`config.mk`:
```
export PLATFORM = sky130hd
export DESIGN_NAME = qvr_isqrt
export DESIGN_NICKNAME = d
export VERILOG_FILES = /design/src/qvr_pkg.sv /design/src/qvr_isqrt.sv
export SDC_FILE = /design/constraint.sdc
export NUM_CORES = 2
export LEC_CHECK = 0
export BUFFER_PORTS_ARGS = -buffer_cell sky130_fd_sc_hd__buf_2
export CAP_MARGIN = 20
export CORE_MARGIN = 2
export CORE_UTILIZATION = 42
export DETAILED_ROUTE_END_ITERATION = 6
export GPL_ROUTABILITY_DRIVEN = 1
export PLACE_DENSITY = 0.6
export RECOVER_POWER = 50
export SYNTH_ARGS = -nofsm -noshare
export SYNTH_HDL_FRONTEND = slang
export SYNTH_SLANG_ARGS = --single-unit
```
`constraint.sdc`:
```
create_clock -name clk -period 7.7 [get_ports clk]
set_input_delay 1.54 -clock clk [delete_from_list [all_inputs] [get_ports clk]]
set_output_delay 1.54 -clock clk [all_outputs]
set_load 0.03 [all_outputs]
```
`src/qvr_pkg.sv`:
```
// Package: payload types, widths and shared constants for the quaternion rotate core.
`default_nettype none
package qvr_pkg;

  typedef struct packed {
    logic signed [15:0] quat_w;
    logic signed [15:0] quat_x;
    logic signed [15:0] quat_y;
    logic signed [15:0] quat_z;
    logic signed [15:0] vec_x;
    logic signed [15:0] vec_y;
    logic signed [15:0] vec_z;
  } qvr_in_t;

  typedef struct packed {
    logic signed [15:0] rot_x;
    logic signed [15:0] rot_y;
    logic signed [15:0] rot_z;
    logic               zero_vector;
  } qvr_out_t;

  // sum of squares, <= 3*2^30
  localparam int SumW   = 32;
  // radicand s*2^32 and its root (length with 16 fraction bits)
  localparam int RadW   = 64;
  localparam int LenW   = 32;
  // root bits resolved per stage
  localparam int SqrtPerStg = 2;
  localparam int SqrtStg    = LenW / SqrtPerStg;
  // dividend |v|*2^30 + L/2 < 2^46; quotient <= 2^14
  localparam int DvdW   = 47;
  localparam int QuoW   = 15;
  localparam int DivPerStg = 2;
  localparam int DivStg    = (QuoW + DivPerStg - 1) / DivPerStg;

endpackage
`default_nettype wire

```
`src/qvr_isqrt.sv`:
```
// Pipelined integer square root, two result bits per stage.
`default_nettype none
module qvr_isqrt
  import qvr_pkg::*;
(
  input  wire logic            clk,
  input  wire logic            rst_n,
  input  wire logic            in_vld,
  input  wire logic [SumW-1:0] in_sum,
  input  wire qvr_in_t         in_req,
  output logic                 out_vld,
  output logic [LenW-1:0]      out_len,
  output qvr_in_t              out_req,
  output logic                 out_zero
);

  // rem/root state per stage; root built MSB first (restoring method on s*2^32)
  logic [SqrtStg:1]     vld_r;
  logic [RadW-1:0]      rad_r  [1:SqrtStg];
  logic [LenW+1:0]      rem_r  [1:SqrtStg];
  logic [LenW-1:0]      root_r [1:SqrtStg];
  qvr_in_t              req_r  [1:SqrtStg];
  logic [SqrtStg:1]     zero_r;

  for (genvar g = 0; g < SqrtStg; g++) begin : g_stg
    logic            vld_cur;
    logic            zero_cur;
    logic [RadW-1:0] rad_cur;
    logic [LenW+1:0] rem_cur;
    logic [LenW-1:0] root_cur;
    qvr_in_t         req_cur;
    logic [RadW-1:0] rad_nxt;
    logic [LenW+1:0] rem_nxt;
    logic [LenW-1:0] root_nxt;

    // first stage starts from the raw sum, later ones from the previous stage
    if (g == 0) begin : g_head
      assign vld_cur  = in_vld;
      assign rad_cur  = {in_sum, 32'd0};
      assign rem_cur  = '0;
      assign root_cur = '0;
      assign req_cur  = in_req;
      assign zero_cur = (in_sum == '0);
    end else begin : g_body
      assign vld_cur  = vld_r[g];
      assign rad_cur  = rad_r[g];
      assign rem_cur  = rem_r[g];
      assign root_cur = root_r[g];
      assign req_cur  = req_r[g];
      assign zero_cur = zero_r[g];
    end

    always_comb begin
      logic [LenW+1:0] rm;
      logic [LenW-1:0] rt;
      logic [RadW-1:0] rd;
      logic [LenW+1:0] trial;
      rm = rem_cur;
      rt = root_cur;
      rd = rad_cur;
      for (int k = 0; k < SqrtPerStg; k++) begin
        rm    = {rm[LenW-1:0], rd[RadW-1 -: 2]};
        rd    = {rd[RadW-3:0], 2'b00};
        trial = {rt, 2'b01};
        if (rm >= trial) begin
          rm = rm - trial;
          rt = {rt[LenW-2:0], 1'b1};
        end else begin
          rt = {rt[LenW-2:0], 1'b0};
        end
      end
      rad_nxt  = rd;
      rem_nxt  = rm;
      root_nxt = rt;
    end
    always_ff @(posedge clk) begin
      if (!rst_n) begin
        vld_r[g+1] <= 1'b0;
      end else begin
        vld_r[g+1] <= vld_cur;
      end
      rad_r[g+1]  <= rad_nxt;
      rem_r[g+1]  <= rem_nxt;
      root_r[g+1] <= root_nxt;
      req_r[g+1]  <= req_cur;
      zero_r[g+1] <= zero_cur;
    end
  end

  assign out_vld  = vld_r[SqrtStg];
  assign out_len  = root_r[SqrtStg];
  assign out_req  = req_r[SqrtStg];
  assign out_zero = zero_r[SqrtStg];

endmodule
`default_nettype wire

```
After elaboration in Yosys (flattened, before gate mapping)
Memory sizes are Yosys's and may differ from the RTL's.
Cells that the tools add are included.
{ "classes": {"n_mux": 64, "magnitude_cmp": 32, "add_sub_neg": 32, "reduce_logical": 1} }
{ "op_table": {"columns": ["operator", "count"], "rows": [
  ["$ge A34 B34 Y1", 30],
  ["$mux W34", 16],
  ["$mux W32", 16],
  ["$sub A34 B34 Y34", 15],
  ["$sub A32 B32 Y32", 15],
  ["$ge A34 B3 Y1", 1],
  ["$sub A34 B3 Y34", 1],
  ["$logic_not A32 Y1", 1],
  ["$mux W1", 32],
  ["$sub A2 B1 Y3 const B", 1],
  ["$ge A2 B1 Y1 const B", 1]
]} }
{ "totals": {"inputBits": 147, "reg_bits": 32, "word_cells": 165, "mem_bits_rw": 3808, "output_inout_bits": 146, "memories": 4} }
{ "memory_table": {"columns": ["memory", "depth", "width", "read_ports", "rd_clocked_by_memory_dff", "write_ports", "line", "rtl"], "rows": [
  ["req_r", 16, 112, 16, 0, 16, "qvr_isqrt.sv:22", "qvr_in_t req_r [1:SqrtStg];"],
  ["rad_r", 16, 60, 15, 0, 16, "qvr_isqrt.sv:19", "logic [RadW-1:0] rad_r [1:SqrtStg];"],
  ["rem_r", 16, 34, 15, 0, 16, "qvr_isqrt.sv:20", "logic [LenW+1:0] rem_r [1:SqrtStg];"],
  ["root_r", 16, 32, 16, 0, 16, "qvr_isqrt.sv:21", "logic [LenW-1:0] root_r [1:SqrtStg];"]
]} }

Depth between registers and ports, before layout
An unclocked memory read counts as a cell.
{ "depth": {"ltp_word": 5, "ltp_mapped": 30, "depth_no_buf": 29} }

Least setup slack after synthesis
Ideal clock, no wire load.
{ "synth_path": {"kind": "register to register", "from": "register, netlist name rem_r[0][408]", "to": "register, netlist name rem_r[0][451]", "required_time_ns": 7.579, "n_path_buf": 3, "path_slack_ns": 0.770, "period_less_slack_ns": 6.930, "arrival_ns": 6.809, "path_stages_with_launch": 26, "path_cell_list": "dfxtp_1 > ha_1 > fa_1 > a21o_1 > a21o_1 > a21oi_1 > o21ai_0 > a22o_1 > a211oi_1 > o211a_1 > buf_2 > clkbuf_1 > mux2_2 > ha_1 > and3_1 > a221o_1 > a221o_1 > a221o_1 > o41ai_1 > o21a_1 > o211a_1 > and4_1 > and4_1 > clkinv_1 > clkbuf_1 > mux2_2"} }

==> metrics.csv <==
metric,value,unit
status,"finished, violations left",
violated checks,DRC,
port bufs,292,
antenna violations before repair,5,
DIE WIDTH,469,um
Post-Synthesis Cells,8260,
max_cap viols,0,
Fillers,19200,
Startpoint Class,register,
clock skew,0.0704,ns
DR DRC count,2,
Worst Reg-to-Reg Cells,27,
Worst Tran Pin Value,0.986,ns
register area,0.0532,mm^2
final setup vio count,0,
Slew Limit Headroom,0.337,
Multi-input gate area,0.0352,mm^2
"top cells by area, synth","dfxtp_1 59%, ha_1 7.2%, xnor2_1 3.8%",
Ports,293,
critical path class,reg2reg,
ys flop type,dfxtp_1,
fin crit period,7.12,ns
WL/cell,15.8,um
final core utilization,0.490,
Hold Path Class,reg2reg,
Worst Path Required,8.44,ns
Hold Path Depth,0,
Yosys reg bits,2658,
post-synthesis sequential area ratio,0.587,
vias per cell,5.00,
Die Y-Extent,469,um
hold_sp,req_r[0][996]$_DFF_P_,
CP endpoint kind,register,
Initial Utilization,0.423,
FP Rows,170,
hold_buf cts,0,
fin. max-slew vios,0,
synth unique cells,113,
layout cells sized above 1,0.122,
largest net degree at the start of global routing,61,
RSZ-0062 raised after global routing,no,
Yosys Warn Count,0,
Pwr Density,350,mW/mm^2
Avg Inst Size Synth,11.0,um^2
Final GP Congestion,0.903,
GRT Residual Overflow,0,
Clock Pin Slew Worst Setup and Hold Paths,0.06,ns
Synth top area share,0.587,
Final period util,0.925,
Num CTS Buffers,284,
first-pass GRT wire length,300000,um
Post-synth EDFFs,0,
flop-to-flop setup slack,0.58,ns
# H-tree levels,5,
Final #Nets,9411,
Fmax,0.140,GHz
CTS root buf,clkbuf_16,
vias in the first global route,57900,
Skew-Pair Late Insertion Delay,0.92,ns
core footprint,0.215,mm^2
Pre-antenna DRT Iters,7,
worst flop-to-flop path endpoint,rem_r[0][494]$_DFF_P_,
hold worst-path end,req_r[0][1108]$_DFF_P_,
# clock sinks,2658,
Fin Setup TNS,0,ns
clk buf depth,4,
drt total wl,186000,um
Crit Path Max Fanout,11,
Post-DRT Antenna Nets,0,
Layout area overhead,15.8,%
vias,58900,
leakage,47.0,nW
Yosys top cell by area,dfxtp_1,
R2R Path Start,rem_r[0][442]$_SDFF_PP0_,
Post-DP HPWL,139000,um
initial DRC count,3463,
CTS tree,built,
VDD IR-drop max,255,uV
Die ar.,0.220,mm^2
cell area after synthesis,0.0907,mm^2
GRT Resource Usage Total,0.167,
CP arrival,7.86,ns
CP startpoint,rem_r[0][442]$_SDFF_PP0_,
Final Hold Viols,0,
ys async rst share,0,
## sequential cells by signal, indices dropped and copies added, names as in the netlist
name            count
g_stg.vld_cur      15
g_stg.zero_cur     15
out_vld             1
out_zero            1
rad_r             112
rem_r             450
req_r            1792
root_r            272
## critical path: stages, from the launching register on
cell,delay [ns]
dfxtp_1,0.35
ha_1,0.25
fa_1,0.42
a21oi_1,0.17
o21bai_1,0.13
a211oi_2,0.32
o31ai_1,0.21
a211oi_2,0.34
o211ai_1,0.19
a21oi_2,0.14
buf_4,0.16
clkinv_1,0.14
nand2_1,0.10
nand2_1,0.07
ha_1,0.27
a21oi_1,0.22
o21bai_1,0.16
a2111oi_1,0.48
buf_4,0.19
o32ai_1,0.18
a221o_1,0.40
a221o_1,0.38
a21oi_1,0.32
o21ai_0,0.22
o2111ai_1,0.22
and4_2,0.40
inv_1,0.22
mux2_2,0.32
## synth_stat cells (all sizes together) (20+ instances only)
cell     count
a211o       21
a211oi      53
a21o       229
a21oi      468
a31oi       41
and2        58
and3        60
and4        32
buf         43
clkbuf     121
dfxtp     2658
ha         519
inv        441
mux2       169
mux2i       28
nand2      472
nand2b      74
nand3      134
nand4       86
nor2       514
nor2b       72
nor3       183
nor3b       25
nor4        86
nor4b       20
o2111ai     22
o211ai      29
o21a        99
o21ai      340
o21bai      47
o31ai       60
or2         47
or3         59
or4         33
xnor2      390
xor2       229
## placed cells by master, fill, tap and decap left out, types with 99 or more instances in the layout
cell type  netlist  layout
nor2_1         513     513
o21a_1          99      99
a21oi_1        468     467
xor2_1         229     229
mux2_2         168     168
o21ai_0        329     329
inv_1          434     434
dfxtp_1       2658    2658
ha_1           519     519
buf_2           19     292
nand3_1        132     132
nand2_1        472     472
xnor2_1        390     390
clkbuf_16        0     289
a21o_1         229     229
nor3_1         180     179
## per-layer routing
metal / GRT usage / vias to the layer above / wire length (um)
met5: 0 / - / 15
met4: 0.0659 / 4 / 6810
met3: 0.0308 / 407 / 9140
met2: 0.278 / 1437 / 85600
met1: 0.215 / 27500 / 84700
li1: - / 29600 / -
## cell type report
cell class | instances | area share
Sequential cell | 2658 | 0.506
Clock buffer | 385 | 0.0773
Timing Repair Buffer | 353 | 0.0190
Clock inverter | 99 | 0.0123
Antenna cell | 5 | 0.000119
Inverter | 446 | 0.0159
Multi-Input combinational cell | 4993 | 0.335
Tap cell | 2838 | 0.0338
## report_power, final
group | total, W | internal [W] | switching [W] | leakage, nW
sequential | 0.0161 | 0.0151 | 0.000981 | 22.3
clock | 0.0135 | 0.00823 | 0.00523 | 4.61
combinational | 0.00717 | 0.00308 | 0.00409 | 20.1
## per-stage QoR
step	power [W]	instances	hold WS, ns	instance area, um^2	setup slack, ns
finish	0.0367	11800	0.282	105000	0.580
global route	0.0387	11800	0.287	105000	0.0293
CTS	0.0372	11800	0.281	105000	0.0324
detailed placement	0.0235	11300	0.312	95600	0.151
global placement	0.0233	11300	0.310	95600	0.295
floorplan	0.0216	8261	0.310	90700	0.770
## worst max path at each step
stage / end / slack [ns]
finish: rem_r[0][494]$_DFF_P_ / 0.58
global route: rem_r[0][452]$_DFF_P_ / 0.03
CTS: rem_r[0][494]$_DFF_P_ / 0.03
detailed placement: rem_r[0][494]$_DFF_P_ / 0.15
global placement: rem_r[0][494]$_DFF_P_ / 0.29
floorplan: rem_r[0][451]$_DFF_P_ / 0.77
## kinds of logic (layout without fill, tap and decap cells)
| logic type | after synthesis | after routing | share of synthesized area |
|---|---|---|---|
| xor gates and xnor gates | 619 | 619 | 0.0598 |
| muxes | 197 | 197 | 0.0244 |
| other | 1 | 7 | 0.0000413 |
| and+or+nand+nor | 2012 | 2012 | 0.113 |
| buffers and inverters | 610 | 1283 | 0.0259 |
| adders and majority gates | 529 | 529 | 0.0737 |
| DFF | 2658 | 2658 | 0.587 |
| AOI/OAI and AO/OA | 1634 | 1634 | 0.117 |
## timing repair
item / CTS / global route
buffers inserted: 0 / 1
gates resized for setup: 0 / 5
endpoints found under the setup margin: 0 / 57
Note: power is estimated with default switching activity, not from simulation.
