[src/qvr_pkg.sv]
// Package: payload types, widths and shared constants for the quaternion rotate core.
`default_nettype none
package qvr_pkg;

  typedef struct packed {
    logic signed [15:0] quat_w;
    logic signed [15:0] quat_x;
    logic signed [15:0] quat_y;
    logic signed [15:0] quat_z;
    logic signed [15:0] vec_x;
    logic signed [15:0] vec_y;
    logic signed [15:0] vec_z;
  } qvr_in_t;

  typedef struct packed {
    logic signed [15:0] rot_x;
    logic signed [15:0] rot_y;
    logic signed [15:0] rot_z;
    logic               zero_vector;
  } qvr_out_t;

  // sum of squares, <= 3*2^30
  localparam int SumW   = 32;
  // radicand s*2^32 and its root (length with 16 fraction bits)
  localparam int RadW   = 64;
  localparam int LenW   = 32;
  // root bits resolved per stage
  localparam int SqrtPerStg = 2;
  localparam int SqrtStg    = LenW / SqrtPerStg;
  // dividend |v|*2^30 + L/2 < 2^46; quotient <= 2^14
  localparam int DvdW   = 47;
  localparam int QuoW   = 15;
  localparam int DivPerStg = 2;
  localparam int DivStg    = (QuoW + DivPerStg - 1) / DivPerStg;

endpackage
`default_nettype wire

[src/qvr_udiv.sv]
// Pipelined unsigned divider for one normalized vector component, two quotient bits per stage.
`default_nettype none
module qvr_udiv
  import qvr_pkg::*;
(
  input  wire logic            clk,
  input  wire logic [DvdW-1:0] in_dvd,
  input  wire logic [LenW-1:0] in_dsr,
  output logic [QuoW-1:0]      out_quo
);

  localparam int Bits = DivStg * DivPerStg;

  // remainder stays below divisor, so LenW+1 bits suffice
  logic [LenW:0]      rem_r [1:DivStg];
  logic [Bits-1:0]    quo_r [1:DivStg];
  logic [DvdW-1:0]    dvd_r [1:DivStg];
  logic [LenW-1:0]    dsr_r [1:DivStg];

  for (genvar g = 0; g < DivStg; g++) begin : g_stg
    logic [LenW:0]    rem_cur;
    logic [Bits-1:0]  quo_cur;
    logic [DvdW-1:0]  dvd_cur;
    logic [LenW-1:0]  dsr_cur;
    logic [LenW:0]    rem_nxt;
    logic [Bits-1:0]  quo_nxt;
    logic [DvdW-1:0]  dvd_nxt;

    // quotient < 2^15, so the top DvdW-Bits dividend bits already sit below the divisor
    if (g == 0) begin : g_head
      assign rem_cur = (LenW+1)'(in_dvd[DvdW-1:Bits]);
      assign quo_cur = '0;
      assign dvd_cur = in_dvd << (DvdW - Bits);
      assign dsr_cur = in_dsr;
    end else begin : g_body
      assign rem_cur = rem_r[g];
      assign quo_cur = quo_r[g];
      assign dvd_cur = dvd_r[g];
      assign dsr_cur = dsr_r[g];
    end

    always_comb begin
      logic [LenW+1:0]  rm;
      logic [Bits-1:0]  qu;
      logic [DvdW-1:0]  dv;
      rm = {1'b0, rem_cur};
      qu = quo_cur;
      dv = dvd_cur;
      for (int k = 0; k < DivPerStg; k++) begin
        rm = {rm[LenW:0], dv[DvdW-1]};
        dv = {dv[DvdW-2:0], 1'b0};
        if (rm >= {2'b00, dsr_cur}) begin
          rm = rm - {2'b00, dsr_cur};
          qu = {qu[Bits-2:0], 1'b1};
        end else begin
          qu = {qu[Bits-2:0], 1'b0};
        end
      end
      rem_nxt = rm[LenW:0];
      quo_nxt = qu;
      dvd_nxt = dv;
    end
    always_ff @(posedge clk) begin
      rem_r[g+1] <= rem_nxt;
      quo_r[g+1] <= quo_nxt;
      dvd_r[g+1] <= dvd_nxt;
      dsr_r[g+1] <= dsr_cur;
    end
  end

  assign out_quo = quo_r[DivStg][QuoW-1:0];

endmodule
`default_nettype wire

[config.mk]
export PLATFORM = sky130hd
export DESIGN_NAME = qvr_udiv
export DESIGN_NICKNAME = d
export VERILOG_FILES = /design/src/qvr_pkg.sv /design/src/qvr_udiv.sv
export SDC_FILE = /design/constraint.sdc
export NUM_CORES = 2
export LEC_CHECK = 0
export ABC_AREA = 1
export BUFFER_PORTS_ARGS = -buffer_cell sky130_fd_sc_hd__clkbuf_2
export CORE_MARGIN = 2
export CORE_UTILIZATION = 55
export CTS_CLUSTER_DIAMETER = 30
export DETAILED_ROUTE_END_ITERATION = 6
export PLACE_DENSITY = 0.74
export SLEW_MARGIN = 20
export SYNTH_ARGS = -nofsm -noshare
export SYNTH_HDL_FRONTEND = slang
export SYNTH_SLANG_ARGS = --single-unit
[constraint.sdc]
create_clock -name clk -period 4.1 [get_ports clk]
set_input_delay 0.41 -clock clk [delete_from_list [all_inputs] [get_ports clk]]
set_output_delay 0.41 -clock clk [all_outputs]
set_load 0.05 [all_outputs]
==> results of run 1 <==
-- repair_timing --
item | in CTS
cloned | 16
gates resized for setup | 639
buffers inserted | 93
hold buffers | 47
endpoints found under the hold margin | 47
endpoints found under the setup margin | 205
pin swaps | 107
-- routing by layer --
| metal | global-route usage [%] | overflow |
|---|---|---|
| met3 | 66.94 | 33 |
| met4 | 76.88 | 195 |
| met5 | 42.34 | 8 |
| met1 | 78.79 | 14 |
| met2 | 95.02 | 357 |
-- cell families after synthesis --
group,count (synthesis)
xor gates and xnor gates,306
buffers and inverters,1359
DFF,575
adders and majority gates,527
AOI/OAI and AO/OA,1156
and+or+nand+nor,4480
-- through the flow --
step	setup WS (ns)	hold slack (ns)	area (µm²)	cells	utilization, %
after floorplan	0.1937	0.3096	51690	8403	-
after global placement	-0.5354	0.3095	69880	11840	74.99
after detailed placement	-0.5910	0.3121	69880	11840	74.99
after CTS	-0.01375	0.2112	78500	12240	84.23
==> impl_metrics.csv, run 1 <==
group,metric,value,unit
yosys,yosysMostFrequentCell,"nand2_1",
floorplan,ios,95,
global_route,track_usage,79.52,%
yosys,synth_area_leaders,"dfxtp_1 (22%), nand2_1 (20%), ha_1 (12%), inv_1 (8.8%), nand3_1 (5.5%)",
yosys,yosysTopAreaCell,"dfxtp_1",
yosys,yosysWarnings,0,
yosys,synth_edf_count,0,
yosys,synth_fp_nets,9010,
yosys,synth_seq_cells,575,
yosys,async_flop_share,0,%
outcome,tool.error,"[ERROR GRT-0232] Routing congestion too high. Check the congestion heatmap in the GUI.",
clocking,cts_sinks,575,
clocking,clock-root-buffer,"clkbuf_16",
yosys,synth-main-ff-cell,"dfxtp_1",
placement,gp_congestion,1.100,
floorplan,die_width,310.6,µm
yosys,ys_seq_area_share,22.27,%
yosys,yosys-top-cells-count,"nand2_1 (2,817), inv_1 (1,218), nor2_1 (679)",
yosys,synthMuxAreaShare,0,%
yosys,synth_top_area_share,22.27,%
yosys,syn-cell-area,0.05169,mm²
global_route,grt-ovfl-total,607,
sta,worst_path_end_type,"sequential cell input",
yosys,synth_xor_xnor_area_share,5.185,%
floorplan,placementRows,112,
yosys,synth-simple-area-share,36.34,%
yosys,syn_inst,8403,
clocking,clockBufferDepth,3,
floorplan,die_h,310.6,µm
global_route,grt_max_degree,38,
yosys,synth-compound-area-share,12.64,%
yosys,synthAdderAreaFrac,12.97,%
yosys,ys_types,58,
placement,place.port_buffers,94,
outcome,status,"stopped before the end",
floorplan,initial_utilization,55.47,%
sta,worst_endpoint,"rem_r[0][202]$_DFF_P_/D",
placement,dp_hpwl,189300,µm
clocking,numCtsBuffers,133,
yosys,synth_top_family_by_area,"simple AND/OR/NAND/NOR gates",
yosys,avgSynthCellArea,6.151,µm²
outcome,failing_step,"global routing",
clocking,htreeDepth,4,
==> run 2, diff against run 1 <==
--- a/config.mk
+++ b/config.mk
@@ -8,10 +8,9 @@
 export ABC_AREA = 1
 export BUFFER_PORTS_ARGS = -buffer_cell sky130_fd_sc_hd__clkbuf_2
 export CORE_MARGIN = 2
-export CORE_UTILIZATION = 55
-export CTS_CLUSTER_DIAMETER = 30
+export CORE_UTILIZATION = 40
 export DETAILED_ROUTE_END_ITERATION = 6
-export PLACE_DENSITY = 0.74
+export PLACE_DENSITY_LB_ADDON = 0.15
 export SLEW_MARGIN = 20
 export SYNTH_ARGS = -nofsm -noshare
 export SYNTH_HDL_FRONTEND = slang
==> constraint.sdc (replaced) <==
create_clock -name clk -period 5.33 [get_ports clk]
set_input_delay 0.533 -clock clk [delete_from_list [all_inputs] [get_ports clk]]
set_output_delay 0.533 -clock clk [all_outputs]
set_load 0.05 [all_outputs]
==> run 2 against run 1 <==
  * The flow now finishes without violations
  * Synthesized area is the same
  * Synthesized cell count stayed put
==> impl_metrics.csv, run 2 <==
group,metric,value,unit
outcome,status,"finished clean",
placement,gp_congestion,1.019,
yosys,ys_seq_area_share,22.27,%
sta,skew,0.04188,ns
clocking,numCtsBuffers,75,
setup_path,cpMostUsedCell,"nand2_1",
sta,worstMarginPinSlew,0.8300,ns
global_route,track_usage,31.55,%
worst_hold_path,min_path_type,"in -> reg",
global_route,grt-ovfl-total,0,
setup_path,reg2reg_setup_slack,0.32,ns
clocking,insertion_delay,0.70,ns
setup_path,reg2reg_to,"rem_r[0][262]",
yosys,yosys-top-cells-count,"nand2_1 (2,817), inv_1 (1,218), nor2_1 (679)",
clocking,cts_sinks,575,
yosys,synth-main-ff-cell,"dfxtp_1",
sta,final_hold_viol_count,0,
sta,timing.final.crit_share,94.01,%
sta,slew_violations,0,
routing,ant_nets,0,
global_route,antenna_found_initial,8,
routing,wl,212400,µm
floorplan,die_width,363.5,µm
yosys,yosysTopAreaCell,"dfxtp_1",
routing,drc_errors,0,
global_route,grt_max_degree,54,
sta,timing.slew.headroom,44.54,%
clocking,path_clk_slew,0.05,ns
global_route,grt_pass1_wl,315900,µm
routing,drtIter0Drc,4342,
setup_path,crit_slowest_cell,"o21ai_0",
worst_hold_path,hold_start,"in_dvd[14]",
yosys,async_flop_share,0,%
job,maxCapViolations,0,
placement,dp_hpwl,181800,µm
yosys,synth_edf_count,0,
setup_path,critPathArrivalTime,5.59,ns
layout,layout_common_cells,"nand2_1 (2,817), inv_1 (1,218), nor2_1 (679)",
sta,setup_violations,0,
floorplan,ios,95,
layout,layout-drive-gt1-share,6.827,%
yosys,syn-cell-area,0.05169,mm²
placement,placedCellCount,10240,
clocking,clockBufferDepth,3,
yosys,yosysWarnings,0,
yosys,synth_seq_cells,575,
setup_path,critPathMaxFanout,34,
floorplan,die_area,0.1321,mm²
setup_path,critical_path.cell_chain,"dlygate4sd3_1, clkbuf_2, inv_1, ha_1, nand2_1, nor2_1, nand2_1, nor2_1, nand3_1, nand4_2, inv_4, nand2_1, nand2_1, ha_1, nand2_1, o21ai_0, a21oi_1, o21ai_0, nand3_1, nand2_1, nand2_1, nand2_1, o21bai_1, nand2_1",
layout,num-fill-cells,13960,
yosys,synth_area_leaders,"dfxtp_1 (22%), nand2_1 (20%), ha_1 (12%), inv_1 (8.8%), nand3_1 (5.5%)",
clocking,cts_setup_buffers,0,
routing,vias,54510,
setup_path,end_kind,"flip-flop",
yosys,avgSynthCellArea,6.151,µm²
floorplan,placementRows,131,
layout,largest_reg_flops,231,
layout,final_common_cell,"nand2_1",
clocking,cts_tree,"yes",
setup_path,r2r_start,"dsr_r[0][192]",
layout,fin_cells,10430,
setup_path,slowest_delay,0.56,ns
setup_path,r2r_cells,21,
yosys,yosysMostFrequentCell,"nand2_1",
yosys,syn_inst,8403,
sta,max_freq,199.6,MHz
floorplan,initial_utilization,40.43,%
setup_path,start_kind,"primary input",
sta,setup_tns,0,ns
layout,top_regs,"rem_r (231), dsr_r (224), quo_r (64)",
routing,firstDrtPassIters,6,
setup_path,crit_type,"in -> reg",
setup_path,crit_buf_inv,4,
layout,area_delta_synth_final,12.66,%
floorplan,core,0.1278,mm²
yosys,synth_top_area_share,22.27,%
layout,layout.nets,9308,
yosys,ys_types,58,
layout,top_register,"rem_r",
setup_path,required,5.91,ns
setup_path,cp_top_family,"simple AND/OR/NAND/NOR gates",
yosys,synth_fp_nets,9010,
worst_hold_path,min_to,"rem_r[0][33]",
placement,place.port_buffers,94,
sta,timing.final.crit_period,5.011,ns
clocking,clock-root-buffer,"clkbuf_16",
worst_hold_path,whs_path_depth,3,
routing,vias_per_cell,5.228,
global_route,grt_pass1_vias,52840,
clocking,htreeDepth,3,
routing,detail_route.wl_per_cell,20.37,µm
floorplan,die_h,363.5,µm
## run 2: cell families (layout without fill, tap and decap cells)
kind of cell	after synthesis	after routing	share of synthesized area [%]
compound gates	1156	1156	12.64
xor+xnor	306	306	5.185
simple gates	4480	4480	36.34
flops	575	575	22.27
fa+ha+maj	527	527	12.97
other cells	0	5	0
buf+inv	1359	1715	10.60
## run 2: what timing repair did
| item | 4_1_cts | 5_1_grt |
|---|---|---|
| endpoints found under the setup margin | 0 | 66 |
| hold buffers | 46 | 0 |
| gates resized for setup | 0 | 6 |
| endpoints found under the hold margin | 46 | 0 |
## run 2: cell type report
type | count | area [µm²] | area share [%]
Antenna cell | 5 | 12.51 | 0.02148
Clock buffer | 92 | 2032 | 3.489
Clock inverter | 43 | 580.6 | 0.9969
Inverter | 1246 | 4684 | 8.044
Multi-Input combinational cell | 6469 | 34710 | 59.60
Sequential cell | 575 | 11510 | 19.77
Tap cell | 1662 | 2079 | 3.571
Timing Repair Buffer | 334 | 2625 | 4.507
## run 2: per-layer routing
layer	part of all wire (%)	GRT usage, %	vias to the layer above
met4	6.9	19.60	2
met2	47	54.60	1792
met3	5.2	3.273	443
li1	-	-	27560
met5	0.0042	0	-
met1	41	37.37	24720
## run 2: through the flow
| step | hold slack [ns] | cell area, µm² | utilization, % | setup slack, ns |
|---|---|---|---|---|
| final | 0.1539 | 58240 | 45.55 | 0.3194 |
| after global routing | 0.1322 | 58240 | 45.55 | -0.003970 |
| after CTS | 0.09999 | 58220 | 45.54 | 0.2802 |
| after detailed placement | 0.3121 | 55150 | 43.13 | 0.3301 |
| after global placement | 0.3095 | 55150 | 43.13 | 0.2882 |
| after floorplan | 0.3096 | 51690 | - | 1.301 |
## run 2: worst min-delay path, stage by stage
cell and delay, ns:
clkbuf_2 0.15, nand2_1 0.07, nand2_1 0.06
## run 2: worst max path at each step
stage	from	end	slack [ns]	cells past startpoint
finish	in_dsr[19]	rem_r[0][62]	0.32	24
global route	dsr_r[0][92]	rem_r[0][110]	-0.004	25
CTS	dsr_r[0][217]	rem_r[0][262]	0.28	24
global placement	dsr_r[0][58]	rem_r[0][90]	0.29	28
floorplan	in_dsr[17]	rem_r[0][47]	1.30	25
detailed placement	dsr_r[0][217]	rem_r[0][262]	0.33	24
Power of run 2 is left out: the tool's default activity adds up to more than one toggle a clock period on the data nets, which glitch-free logic cannot reach.
